## src/hw/rtl/qamcm_pkg.sv

```systemverilog
// Shared types, constants and level tables for the QAM constellation mapper.
package qamcm_pkg;

  localparam int unsigned SYMBOLS   = 8;
  localparam int unsigned LEVEL_W   = 5;
  localparam int unsigned DATA_W    = 64;
  localparam int unsigned LEVELS_W  = SYMBOLS * LEVEL_W;
  localparam int unsigned MODE_W    = 3;
  localparam int unsigned USED_W    = 4;

  typedef enum logic [MODE_W-1:0] {
    MODE_BPSK  = 3'd0,
    MODE_QPSK  = 3'd1,
    MODE_QAM16 = 3'd2,
    MODE_QAM64 = 3'd3,
    MODE_QAM256 = 3'd4
  } mode_t;

  typedef logic signed [LEVEL_W-1:0] level_t;

  // Bit fields that one symbol may draw on, one per modulation.
  typedef struct packed {
    logic       bpsk;
    logic [1:0] qpsk;
    logic [3:0] qam16;
    logic [5:0] qam64;
    logic [7:0] qam256;
  } lane_bits_t;

  typedef struct packed {
    level_t i;
    level_t q;
  } level_pair_t;

  function automatic level_t lv_pm1(input logic b);
    lv_pm1 = b ? 5'sd1 : -5'sd1;
  endfunction

  function automatic level_t lv16(input logic [1:0] c);
    case (c)
      2'b00:   lv16 = -5'sd3;
      2'b01:   lv16 = -5'sd1;
      2'b10:   lv16 = 5'sd3;
      2'b11:   lv16 = 5'sd1;
      default: lv16 = '0;
    endcase
  endfunction

  function automatic level_t lv64(input logic [2:0] c);
    case (c)
      3'b000:  lv64 = -5'sd7;
      3'b001:  lv64 = -5'sd5;
      3'b010:  lv64 = -5'sd1;
      3'b011:  lv64 = -5'sd3;
      3'b100:  lv64 = 5'sd7;
      3'b101:  lv64 = 5'sd5;
      3'b110:  lv64 = 5'sd1;
      3'b111:  lv64 = 5'sd3;
      default: lv64 = '0;
    endcase
  endfunction

  function automatic level_t lv256(input logic [3:0] c);
    case (c)
      4'h0:    lv256 = -5'sd1;
      4'h1:    lv256 = -5'sd15;
      4'h2:    lv256 = -5'sd7;
      4'h3:    lv256 = -5'sd9;
      4'h4:    lv256 = -5'sd3;
      4'h5:    lv256 = -5'sd13;
      4'h6:    lv256 = -5'sd5;
      4'h7:    lv256 = -5'sd11;
      4'h8:    lv256 = 5'sd1;
      4'h9:    lv256 = 5'sd15;
      4'hA:    lv256 = 5'sd7;
      4'hB:    lv256 = 5'sd9;
      4'hC:    lv256 = 5'sd3;
      4'hD:    lv256 = 5'sd13;
      4'hE:    lv256 = 5'sd5;
      4'hF:    lv256 = 5'sd11;
      default: lv256 = '0;
    endcase
  endfunction

  function automatic logic [USED_W-1:0] bytes_for_mode(input logic [MODE_W-1:0] m);
    case (m)
      MODE_BPSK:   bytes_for_mode = 4'd1;
      MODE_QPSK:   bytes_for_mode = 4'd2;
      MODE_QAM16:  bytes_for_mode = 4'd4;
      MODE_QAM64:  bytes_for_mode = 4'd6;
      MODE_QAM256: bytes_for_mode = 4'd8;
      default:     bytes_for_mode = '0;
    endcase
  endfunction

endpackage

```

## src/hw/rtl/qamcm_if.sv

```systemverilog
// Valid/ready channel interfaces for the mapper's input words and result points.
interface qamcm_in_if;
  logic        valid;
  logic        ready;
  logic [63:0] data_bytes;

  modport source (output valid, output data_bytes, input ready);
  modport sink   (input valid, input data_bytes, output ready);
endinterface

interface qamcm_out_if;
  logic        valid;
  logic        ready;
  logic [39:0] inphase_levels;
  logic [39:0] quadrature_levels;
  logic [3:0]  bytes_used;

  modport source (output valid, output inphase_levels, output quadrature_levels,
                  output bytes_used, input ready);
  modport sink   (input valid, input inphase_levels, input quadrature_levels,
                  input bytes_used, output ready);
endinterface

```

## src/hw/rtl/qam_constellation_mapper_core.sv

```systemverilog
// Top level of the Gray-coded QAM constellation mapper.
//
//   channel | direction | payload                                       | transfer
//   in_if   | in        | data_bytes[63:0]                              | valid & ready
//   out_if  | out       | inphase_levels, quadrature_levels, bytes_used | valid & ready
//   cfg     | in        | cfg_wr_data[2:0] (mode)                       | cfg_wr_en
//
// One word per clock unless stalled: eight lanes map all symbols in parallel, and
// the merge register presents the result in the cycle after the input transfer.
// The input is ready whenever the output register is empty or being taken.
// A stalled output holds its word; reset (rst_n low, synchronous) empties the
// output register and sets the mode to BPSK.
module qam_constellation_mapper_core (
  input  logic        clk,
  input  logic        rst_n,
  qamcm_in_if.sink    in_if,
  qamcm_out_if.source out_if,
  input  logic        cfg_wr_en,
  input  logic [2:0]  cfg_wr_data
);
  import qamcm_pkg::*;

  logic [MODE_W-1:0] mode_r;
  lane_bits_t        bits  [SYMBOLS];
  level_pair_t       lanes [SYMBOLS];

  always_ff @(posedge clk) begin
    if (!rst_n) begin
      mode_r <= MODE_BPSK;
    end else if (cfg_wr_en) begin
      mode_r <= cfg_wr_data;
    end
  end

  // 64-QAM groups are 24 bits wide and hold four symbols, so symbol k sits at 6k
  for (genvar k = 0; k < SYMBOLS; k++) begin : g_lane
    assign bits[k].bpsk   = in_if.data_bytes[k];
    assign bits[k].qpsk   = in_if.data_bytes[2*k +: 2];
    assign bits[k].qam16  = in_if.data_bytes[4*k +: 4];
    assign bits[k].qam64  = in_if.data_bytes[6*k +: 6];
    assign bits[k].qam256 = in_if.data_bytes[8*k +: 8];

    qamcm_lane u_lane (
      .mode (mode_r),
      .bits (bits[k]),
      .lvl  (lanes[k])
    );
  end

  qamcm_merge u_merge (
    .clk       (clk),
    .rst_n     (rst_n),
    .mode      (mode_r),
    .lanes     (lanes),
    .in_valid  (in_if.valid),
    .in_ready  (in_if.ready),
    .out_valid (out_if.valid),
    .out_ready (out_if.ready),
    .out_i     (out_if.inphase_levels),
    .out_q     (out_if.quadrature_levels),
    .out_used  (out_if.bytes_used)
  );

endmodule

```

## src/hw/rtl/qamcm_lane.sv

```systemverilog
// One symbol lane: turns the candidate bit fields into an I/Q level pair.
module qamcm_lane (
  input  logic [2:0]           mode,
  input  qamcm_pkg::lane_bits_t bits,
  output qamcm_pkg::level_pair_t lvl
);
  import qamcm_pkg::*;

  always_comb begin
    lvl = '0;
    case (mode)
      MODE_BPSK: begin
        lvl.i = lv_pm1(bits.bpsk);
        lvl.q = '0;
      end
      MODE_QPSK: begin
        lvl.i = lv_pm1(bits.qpsk[0]);
        lvl.q = lv_pm1(bits.qpsk[1]);
      end
      MODE_QAM16: begin
        lvl.i = lv16(bits.qam16[1:0]);
        lvl.q = lv16(bits.qam16[3:2]);
      end
      MODE_QAM64: begin
        lvl.i = lv64(bits.qam64[2:0]);
        lvl.q = lv64(bits.qam64[5:3]);
      end
      MODE_QAM256: begin
        lvl.i = lv256(bits.qam256[3:0]);
        lvl.q = lv256(bits.qam256[7:4]);
      end
      default: begin
        // undefined mode: report all-zero levels
        lvl = '0;
      end
    endcase
  end

endmodule

```

## src/hw/rtl/qamcm_merge.sv

```systemverilog
// Merge stage: packs the lane results into the registered output word.
module qamcm_merge (
  input  logic                   clk,
  input  logic                   rst_n,
  input  logic [2:0]             mode,
  input  qamcm_pkg::level_pair_t lanes [qamcm_pkg::SYMBOLS],
  input  logic                   in_valid,
  output logic                   in_ready,
  output logic                   out_valid,
  input  logic                   out_ready,
  output logic [39:0]            out_i,
  output logic [39:0]            out_q,
  output logic [3:0]             out_used
);
  import qamcm_pkg::*;

  logic                valid_r;
  logic [LEVELS_W-1:0] i_r, i_nxt;
  logic [LEVELS_W-1:0] q_r, q_nxt;
  logic [USED_W-1:0]   used_r;
  logic                load;

  // take a new word whenever the output slot is empty or drains this cycle
  assign in_ready = !valid_r || out_ready;
  assign load     = in_valid && in_ready;

  always_comb begin
    for (int k = 0; k < SYMBOLS; k++) begin
      i_nxt[k*LEVEL_W +: LEVEL_W] = lanes[k].i;
      q_nxt[k*LEVEL_W +: LEVEL_W] = lanes[k].q;
    end
  end

  always_ff @(posedge clk) begin
    if (!rst_n) begin
      valid_r <= 1'b0;
    end else if (load) begin
      valid_r <= 1'b1;
    end else if (out_ready) begin
      valid_r <= 1'b0;
    end
  end

  always_ff @(posedge clk) begin
    if (load) begin
      i_r    <= i_nxt;
      q_r    <= q_nxt;
      used_r <= bytes_for_mode(mode);
    end
  end

  assign out_valid = valid_r;
  assign out_i     = i_r;
  assign out_q     = q_r;
  assign out_used  = used_r;

endmodule

```

## src/flat_wrapper.sv

```systemverilog
// flat-port wrapper written by rule: the top's interface ports become plain ports
module qam_constellation_mapper_core_flat import qamcm_pkg::*;
  (clk, rst_n, cfg_wr_en, cfg_wr_data, in_if_valid, in_if_data_bytes, in_if_ready, out_if_valid, out_if_inphase_levels, out_if_quadrature_levels, out_if_bytes_used, out_if_ready);
  qamcm_in_if in_if_i ();
  qamcm_out_if out_if_i ();
  input  logic clk;
  input  logic rst_n;
  input  logic cfg_wr_en;
  input  logic [2:0] cfg_wr_data;
  input wire logic [$bits(in_if_i.valid)-1:0] in_if_valid;
  input wire logic [$bits(in_if_i.data_bytes)-1:0] in_if_data_bytes;
  output wire logic [$bits(in_if_i.ready)-1:0] in_if_ready;
  output wire logic [$bits(out_if_i.valid)-1:0] out_if_valid;
  output wire logic [$bits(out_if_i.inphase_levels)-1:0] out_if_inphase_levels;
  output wire logic [$bits(out_if_i.quadrature_levels)-1:0] out_if_quadrature_levels;
  output wire logic [$bits(out_if_i.bytes_used)-1:0] out_if_bytes_used;
  input wire logic [$bits(out_if_i.ready)-1:0] out_if_ready;
  assign in_if_i.valid = in_if_valid;
  assign in_if_i.data_bytes = in_if_data_bytes;
  assign in_if_ready = in_if_i.ready;
  assign out_if_valid = out_if_i.valid;
  assign out_if_inphase_levels = out_if_i.inphase_levels;
  assign out_if_quadrature_levels = out_if_i.quadrature_levels;
  assign out_if_bytes_used = out_if_i.bytes_used;
  assign out_if_i.ready = out_if_ready;
  qam_constellation_mapper_core u_core (.clk(clk), .rst_n(rst_n), .in_if(in_if_i), .out_if(out_if_i), .cfg_wr_en(cfg_wr_en), .cfg_wr_data(cfg_wr_data));
endmodule
```

## config.mk

```make
export PLATFORM = sky130hd
export DESIGN_NAME = qam_constellation_mapper_core_flat
export DESIGN_NICKNAME = d
export VERILOG_FILES = /design/src/hw/rtl/qamcm_pkg.sv /design/src/hw/rtl/qamcm_if.sv /design/src/hw/rtl/qam_constellation_mapper_core.sv /design/src/hw/rtl/qamcm_lane.sv /design/src/hw/rtl/qamcm_merge.sv /design/src/flat_wrapper.sv
export SDC_FILE = /design/constraint.sdc
export NUM_CORES = 1
export LEC_CHECK = 0
export ABC_AREA = 0
export BUFFER_PORTS_ARGS = -buffer_cell sky130_fd_sc_hd__buf_2
export CAP_MARGIN = 40
export CORE_MARGIN = 2
export CORE_UTILIZATION = 53
export DETAILED_ROUTE_END_ITERATION = 16
export PLACE_DENSITY = 0.81
export SYNTH_ARGS = -nofsm -noshare
export SYNTH_HDL_FRONTEND = slang
export SYNTH_SLANG_ARGS = --single-unit
```

## constraint.sdc

```tcl
create_clock -name clk -period 3.35 [get_ports clk]
set_input_delay 0.1675 -clock clk [delete_from_list [all_inputs] [get_ports clk]]
set_output_delay 0.1675 -clock clk [all_outputs]
set_load 0.01 [all_outputs]
```

Word level (Yosys, flattened, before mapping) --
Memory sizes are Yosys's and may differ from the RTL's. Cells that the tools add are included. Widths: inputs -> output; s select.
Storage, ports and cells: register bits after elaboration 88, word-level logic and storage cells 153, memories 32, input bits 72, bits in read-only memories 1536
Memories:
- (name not given) | words 16, bits a word 4, rd ports 1, clocked after memory_dff 0, wr ports 0, RTL line qamcm_pkg.sv:64 | case (c)
- (name not given) | words 16, bits a word 4, rd ports 1, clocked after memory_dff 0, wr ports 0, RTL line qamcm_pkg.sv:64
- (name not given) | words 16, bits a word 4, rd ports 1, clocked after memory_dff 0, wr ports 0, RTL line qamcm_pkg.sv:64
- (name not given) | words 16, bits a word 4, rd ports 1, clocked after memory_dff 0, wr ports 0, RTL line qamcm_pkg.sv:64
- (name not given) | words 16, bits a word 4, rd ports 1, clocked after memory_dff 0, wr ports 0, RTL line qamcm_pkg.sv:64
- (name not given) | words 16, bits a word 4, rd ports 1, clocked after memory_dff 0, wr ports 0, RTL line qamcm_pkg.sv:64
- 26 more memories
Operators by class: eq/ne operators 52, reductions and logical operators 21, mux-type cells 43
Operators with widths (number):
- $pmux 10 s5 | 8
- $pmux 5 s4 | 16
- $mux 5 | 16
- $eq 2x2->1 const B | 32
- $eq 2x1->1 const B | 16
- $logic_not 2->1 | 16
- $pmux 4 s5 | 1
- $eq 3x2->1 const B | 2
- $eq 3x1->1 const B | 1
- $eq 3x3->1 const B | 1
- $logic_not 3->1 | 1
- $mux 1 | 2
- $reduce_bool 2->1 | 1
- $logic_and 1x1->1 | 1
- $logic_not 1->1 | 1
- $logic_or 1x1->1 | 1

Longest topological paths before layout --
Gate-level depths: netlist (run 1).
depth in word-level cells 4, depth in mapped cells 7, depth with buffers taken out 6

By module --
From an unflattened synthesis (run 1), not the netlist that was laid out.
Unflattened totals: cells, all modules 601, area total of the unflattened synthesis 6638.9 sq um
By module, submodules not included:
- qamcm_merge | seq. area each 2542.4 sq um, instances 1, area each 2607.5 sq um, cells an instance 93
- qamcm_lane at u_core.g_lane[5].u_lane ... | seq. area each 0.0 sq um, instances 3, area each 481.7 sq um, cells an instance 58
- qamcm_lane at u_core.g_lane[2].u_lane ... | seq. area each 0.0 sq um, instances 2, area each 509.2 sq um, cells an instance 69
- qamcm_lane at u_core.g_lane[0].u_lane ... | seq. area each 0.0 sq um, instances 2, area each 500.5 sq um, cells an instance 61
- qamcm_lane at u_core.g_lane[4].u_lane | seq. area each 0.0 sq um, instances 1, area each 457.9 sq um, cells an instance 65
- qam_constellation_mapper_core | seq. area each 60.1 sq um, instances 1, area each 108.9 sq um, cells an instance 9

Worst setup path after synthesis (run 1) --
No wires, ideal clock.
path type reg-to-reg, start reg u_core.u_merge.valid_r, in the netlist u_core.u_merge.out_valid, end reg u_core.u_merge.i_r[11], in the netlist u_core.u_merge.out_i[11], enable pin, path buffers 0, path slack 0.757 ns, required time 2.914 ns, library setup time 0.436 ns, data arrival time 2.157 ns, stages on the path, launching flop included 3, cells stage by stage dfxtp_1 > nand2b_1 > and2_1
Between the ends: cells in the longest elaborated chain, start to end 3
RTL lines:
- start: declaration | RTL line qamcm_merge.sv:17 | logic valid_r;
- start signal: assignment | RTL line qamcm_merge.sv:36 | valid_r <= 1'b0;
- start signal: assignment | RTL line qamcm_merge.sv:38 | valid_r <= 1'b1;
- start signal: assignment | RTL line qamcm_merge.sv:40 | valid_r <= 1'b0;
- $logic_not 1->1 | RTL line qamcm_merge.sv:24 | assign in_ready = !valid_r || out_ready;
- $logic_or 1x1->1 | RTL line qamcm_merge.sv:24
- net in_if_ready | RTL line flat_wrapper.sv:12 | output wire logic [$bits(in_if_i.ready)-1:0] in_if_ready;
- $logic_and 1x1->1 | RTL line qamcm_merge.sv:25 | assign load = in_valid && in_ready;
- net u_core.u_merge.load | RTL line qamcm_merge.sv:21 | logic load;
- end signal: assignment | RTL line qamcm_merge.sv:46 | i_r <= i_nxt;
- end: declaration | RTL line qamcm_merge.sv:18 | logic [LEVELS_W-1:0] i_r, i_nxt;
The timed path passes the listed nets, and every way through them passes these cells. A chain may end at the register's enable or synchronous reset.

==> results.cfg, run 1 <==
[critical_path]
cp-startpoint = u_core.mode_r[1]$_SDFFE_PN0P_
worst_ep_arrival_time_ns = 2.65
end_kind = register
critPathKind = register to register
r2r_cells = 5
cp-start-kind = register
cp_max_fo = 16
crit_required_ns = 3.54
worstReg2RegStart = u_core.mode_r[1]$_SDFFE_PN0P_

[drt]
drt_iter0_markers = 453
drc = 0
wirelength_microns = 14460
num_vias = 4525
viasPerCell = 5.816
wl_per_cell_microns = 18.58
antenna_left = 0
drtPass1Iterations = 9

[floorplanning]
dieArea_sq_mm = 0.01057
rows = 36
core_sq_mm = 0.009639
io_pins = 158
start_util_pct = 53.66
die_w_microns = 102.8
die_h_microns = 102.8

[pwr]
fin_total_pwr_mw = 2.532
pwr_density_cell_mw_per_mm2 = 415.6
power_leakage_nw = 2.603
power.ir.vdd_worst_v = 0.0001830

[worst_hold_path]
hold-path-cell-count = 2
min_from = rst_n
hold_path_class = input port to register

[global_route]
grt_start_max_net_pins = 42
grt_pass1_vias = 4271
grt_pass1_wl_microns = 21460
grt_remaining_overflow = 0
grt_usage_pct = 27.06
antenna_found_initial = 0

[placed_design]
dp_cells = 762
port_buffers = 157
routabilityCongestion = 0.9107
place_hpwl_microns = 10430
place_area_sq_mm = 0.005901

[clock_network]
h-tree-depth = 3
clock_latency_ns = 0.37
path_clk_slew_ns = 0.07
cts_resized = 0
clock-sinks = 74
root_buffer = clkbuf_8
clockBufferDepth = 2
postCtsSetupBuffers = 0
cts_tree = built
cts-buffers-inserted = 9
ctsHoldBuffers = 0

[layout]
fin_cells = 778
final_cell_mix = 157 x buf_2, 70 x edfxtp_1, 47 x xnor2_1, 37 x nand2_1, 37 x ha_1
antenna_cells = 0
area_delta_synth_final_pct = 17.78
final_common_cell = buf_2
nets = 749
design_area_sq_mm = 0.006092
drive_above_1_share_pct = 29.77

[timing]
fin_worst_skew_ns = 0.008935
rsz0062_at_grt = no
worstMarginPinSlew_ns = 0.8534
clock.fmax_mhz = 406.6
fin_crit_ns = 2.459
post-route-period-util_pct = 73.41
holdWs_ns = 0.05655
max-slew-margin-rel_pct = 42.93
fin_setup_tns_ns = 0
finalSetupViolCount = 0
hold_viol = 0
drv_slew = 0

[synthesis]
syn-cell-area_sq_mm = 0.005172
ys.flop_type = edfxtp_1
syn_inst = 514
synth_seq_cells = 74
ys_seq_area_share_pct = 42.19
synth-async-reset-ratio_pct = 0
synth-edff-count = 70
synth.distinct_cells = 41
synth_warnings = 0
synth_nets = 623
avgSynthCellArea_sq_um = 10.06

[run]
max-cap-violations = 0

[status]
status = completed
through the flow:
step | setup slack, ns | utilization (%)
final | 0.8907 | 63.20
after global routing | 0.7508 | 63.20
after global placement | 1.128 | 61.21
after detailed placement | 1.011 | 61.21
after CTS | 0.9540 | 63.20
after floorplan | 0.7574 | -
cells by family (layout without fill, tap and decap cells):
family | Yosys count | count (layout) | synth area share (%)
adder cells (fa/ha/maj) | 37 | 37 | 8.950
XOR/XNOR | 75 | 75 | 12.70
buffers and inverters | 87 | 218 | 8.515
AND/OR/NAND/NOR | 105 | 105 | 9.216
AO/OA/AOI/OAI | 133 | 133 | 17.85
multiplexers | 3 | 3 | 0.5806
flip-flops | 74 | 74 | 42.19
area by class of cell:
type                       instances  area, sq um
fill                             811         3547
multi-input combinational        353         2551
sequential                        74         2182
timing repair buffer             166        865.8
tap                              133        166.4
inverter                          36        135.1
clock buffer                       9        123.9
clock inverter                     7        67.56
power by group:
group	switching (mW)	internal, mW	leakage, nW	total (mW)
logic	0.405	0.271	1.77	0.675
clock network	0.360	0.342	0.103	0.702
registers	0.0295	1.13	0.725	1.15
total	0.794	1.74	2.60	2.53
routing by layer:
metal | track usage, % | up-vias | part of all wire (%)
met5 | 0 | - | 0
met4 | 12.65 | 0 | 2.9
met3 | 4.136 | 42 | 9.2
met2 | 43.79 | 298 | 47
met1 | 35.91 | 2137 | 41
li1 | - | 2048 | -
worst max-delay path, cell delays in order, from the launching register on:
cell	delay, ns
dfxtp_1	0.59
nor2b_1	0.54
and2_1	0.51
buf_4	0.33
nand2_1	0.11
a31oi_1	0.21
cell usage after synthesis, drive strengths merged (2+ instances only):
| cell type | number | area share, % |
|---|---|---|
| edfxtp | 70 | 41 |
| xnor2 | 47 | 8.0 |
| ha | 37 | 9.0 |
| nand2 | 37 | 2.7 |
| buf | 36 | 4.8 |
| inv | 36 | 2.6 |
| nor2 | 36 | 2.6 |
| xor2 | 28 | 4.7 |
| a21oi | 26 | 2.5 |
| o211ai | 25 | 3.6 |
| a22oi | 21 | 3.0 |
| o21ai | 19 | 1.8 |
| clkbuf | 15 | 1.1 |
| o221ai | 9 | 1.5 |
| nor2b | 8 | 0.97 |
| nand2b | 7 | 0.85 |
| nor3 | 7 | 0.77 |
| a31oi | 6 | 0.73 |
| a211o | 5 | 0.85 |
| o21a | 5 | 0.73 |
| dfxtp | 4 | 1.5 |
| o22a | 4 | 0.68 |
| or2 | 4 | 0.48 |
| mux2i | 3 | 0.58 |
| nand3b | 3 | 0.44 |
| o22ai | 3 | 0.36 |
| o2bb2ai | 3 | 0.51 |
| and2 | 2 | 0.24 |
| o221a | 2 | 0.44 |
registers in the layout, indices dropped and copies added (netlist names):
register,cells
u_core.u_merge.out_q,33
u_core.u_merge.out_used,4
u_core.u_merge.out_valid,1
u_core.mode_r,3
u_core.u_merge.out_i,33
worst paths after layout:
check | to | slack [ns]
worst min register to register | u_core.u_merge.out_valid$_SDFFE_PN0P_ | 0.53
worst max-delay path | u_core.u_merge.out_i[8]$_DFFE_PP_ | 0.89
worst min-delay path | u_core.mode_r[2]$_SDFFE_PN0P_ | 0.06
worst max register to register | u_core.u_merge.out_i[8]$_DFFE_PP_ | 0.89
Power figures use the tool's default switching activity.
==> run 2: changes to the inputs <==
--- a/config.mk
+++ b/config.mk
@@ -9,9 +9,9 @@
 export BUFFER_PORTS_ARGS = -buffer_cell sky130_fd_sc_hd__buf_2
 export CAP_MARGIN = 40
 export CORE_MARGIN = 2
-export CORE_UTILIZATION = 53
+export CORE_UTILIZATION = 47
 export DETAILED_ROUTE_END_ITERATION = 16
-export PLACE_DENSITY = 0.81
+export PLACE_DENSITY = 0.76
 export SYNTH_ARGS = -nofsm -noshare
 export SYNTH_HDL_FRONTEND = slang
 export SYNTH_SLANG_ARGS = --single-unit
==> constraint.sdc (replaced) <==
create_clock -name clk -period 2.2 [get_ports clk]
set_input_delay 0.11 -clock clk [delete_from_list [all_inputs] [get_ports clk]]
set_output_delay 0.11 -clock clk [all_outputs]
set_load 0.01 [all_outputs]
==> results.cfg, run 2 (synthesis gave the netlist of run 1 again) <==
[drt]
wirelength_microns = 15240
wl_per_cell_microns = 19.14
viasPerCell = 5.655
drt_iter0_markers = 351
num_vias = 4501
drtPass1Iterations = 6
drc = 0
antenna_left = 0

[timing]
rsz0062_at_grt = no
clock.fmax_mhz = 501.4
worstMarginPinSlew_ns = 0.5765
fin_setup_tns_ns = 0
holdWs_ns = 0.02415
fin_crit_ns = 1.994
max-slew-margin-rel_pct = 61.42
fin_worst_skew_ns = 0.01921
drv_slew = 0
hold_viol = 0
post-route-period-util_pct = 90.65
final.setup.worst_slack_ns = 0.2057
finalSetupViolCount = 0

[status]
status = completed

[critical_path]
r2r-end = u_core.u_merge.out_q[23]$_DFFE_PP_
end_kind = register
critPathKind = register to register
crit_required_ns = 2.28
cp-start-kind = register
r2r_cells = 4
cp-startpoint = u_core.mode_r[0]$_SDFFE_PN0P_
r2r_slack_ns = 0.21
worstReg2RegStart = u_core.mode_r[0]$_SDFFE_PN0P_
cp_max_fo = 12
worst_ep_arrival_time_ns = 2.08

[pwr]
pwr_density_cell_mw_per_mm2 = 620.1
power.ir.vdd_worst_v = 0.0003165
power_leakage_nw = 2.642

[global_route]
antenna_found_initial = 0
grt_start_max_net_pins = 71
grt_usage_pct = 25.90
grt_pass1_wl_microns = 23000
grt_remaining_overflow = 0
grt_pass1_vias = 4263

[clock_network]
clock-sinks = 74
path_clk_slew_ns = 0.07
clock_latency_ns = 0.37
clockBufferDepth = 2
postCtsSetupBuffers = 0
cts-buffers-inserted = 9
root_buffer = clkbuf_8
cts_tree = built
h-tree-depth = 3

[floorplanning]
io_pins = 158
start_util_pct = 47.92
rows = 38
die_h_microns = 108.9
dieArea_sq_mm = 0.01186
core_sq_mm = 0.01079
die_w_microns = 108.9

[layout]
final_common_cell = buf_2
fillCellCount = 982
nets = 760
final_cell_mix = 157 x buf_2, 70 x edfxtp_1, 47 x xnor2_1, 37 x nand2_1, 37 x ha_1
utilization_pct = 57.21
area_delta_synth_final_pct = 19.38
drive_above_1_share_pct = 30.08
design_area_sq_mm = 0.006175

[placed_design]
routabilityCongestion = 0.9123
port_buffers = 157
pre_cts_slack_ns = 0.2819
place_area_sq_mm = 0.005977
place_hpwl_microns = 11350

[worst_hold_path]
hold_path_class = input port to register
min_to = u_core.mode_r[0]$_SDFFE_PN0P_
hold-path-cell-count = 3
min_from = cfg_wr_data[0]

[run]
max-cap-violations = 0
run 2: cell types whose count changed in the layout (fill, tap and decap cells not counted):
cell / change
inv_6: -1
clkbuf_1: +2
clkinv_1: +1
clkinv_4: -1
clkinv_2: -2
dlygate4sd3_1: +2
diode_2: +1
buf_4: +9
run 2: how the worst max path moves through the flow:
stage / to / slack, ns
5_1_grt: u_core.u_merge.out_q[23]$_DFFE_PP_ / 0.08
4_1_cts: u_core.u_merge.out_q[3]$_DFFE_PP_ / 0.27
3_5_place_dp: u_core.u_merge.out_q[3]$_DFFE_PP_ / 0.28
3_3_place_gp: u_core.u_merge.out_q[23]$_DFFE_PP_ / 0.35
6_report: u_core.u_merge.out_q[23]$_DFFE_PP_ / 0.21
2_1_floorplan: u_core.u_merge.out_i[11]$_DFFE_PP_ / 0.37
run 2: per-stage QoR:
step | instances | power (mW)
after floorplan | 514 | 2.436
after global placement | 778 | 2.794
after detailed placement | 778 | 2.814
after CTS | 795 | 3.821
after global routing | 795 | 4.004
final | 796 | 3.829
run 2: layout make-up:
class	count	area, sq um	area share, %
Tap cell	140	175.2	2.837
Timing Repair Buffer	177	953.4	15.44
Multi-Input combinational cell	353	2551	41.32
Inverter	36	135.1	2.188
Clock buffer	11	131.4	2.128
Antenna cell	1	2.502	0.04053
Sequential cell	74	2182	35.34
Clock inverter	4	43.79	0.7092
run 2: worst max-delay path, cell delays in order, from the launching register on:
cell	delay, ns
dfxtp_1	0.59
nand2b_1	0.45
nor2_1	0.09
o21ai_0	0.41
o211ai_1	0.18
run 2: power breakdown:
part	internal (mW)	total, mW	switching, mW
clock network	0.512	1.03	0.514
logic	0.425	1.05	0.622
registers	1.71	1.76	0.0431
total	2.65	3.83	1.18
run 2: per-layer routing:
metal	up-vias	GRT usage [%]	wire, microns
met2	242	41.79	7212
met1	2139	35.47	6415
met5	-	0	0
li1	2081	-	-
met3	39	4.244	1184
met4	0	8.608	425
run 2: timing repair:
| action | 4_1_cts | 5_1_grt |
|---|---|---|
| resized for setup | 0 | 0 |
| endpoints found under the hold margin | 2 | 0 |
| hold buffers | 2 | 0 |
| endpoints found under the setup margin | 0 | 0 |
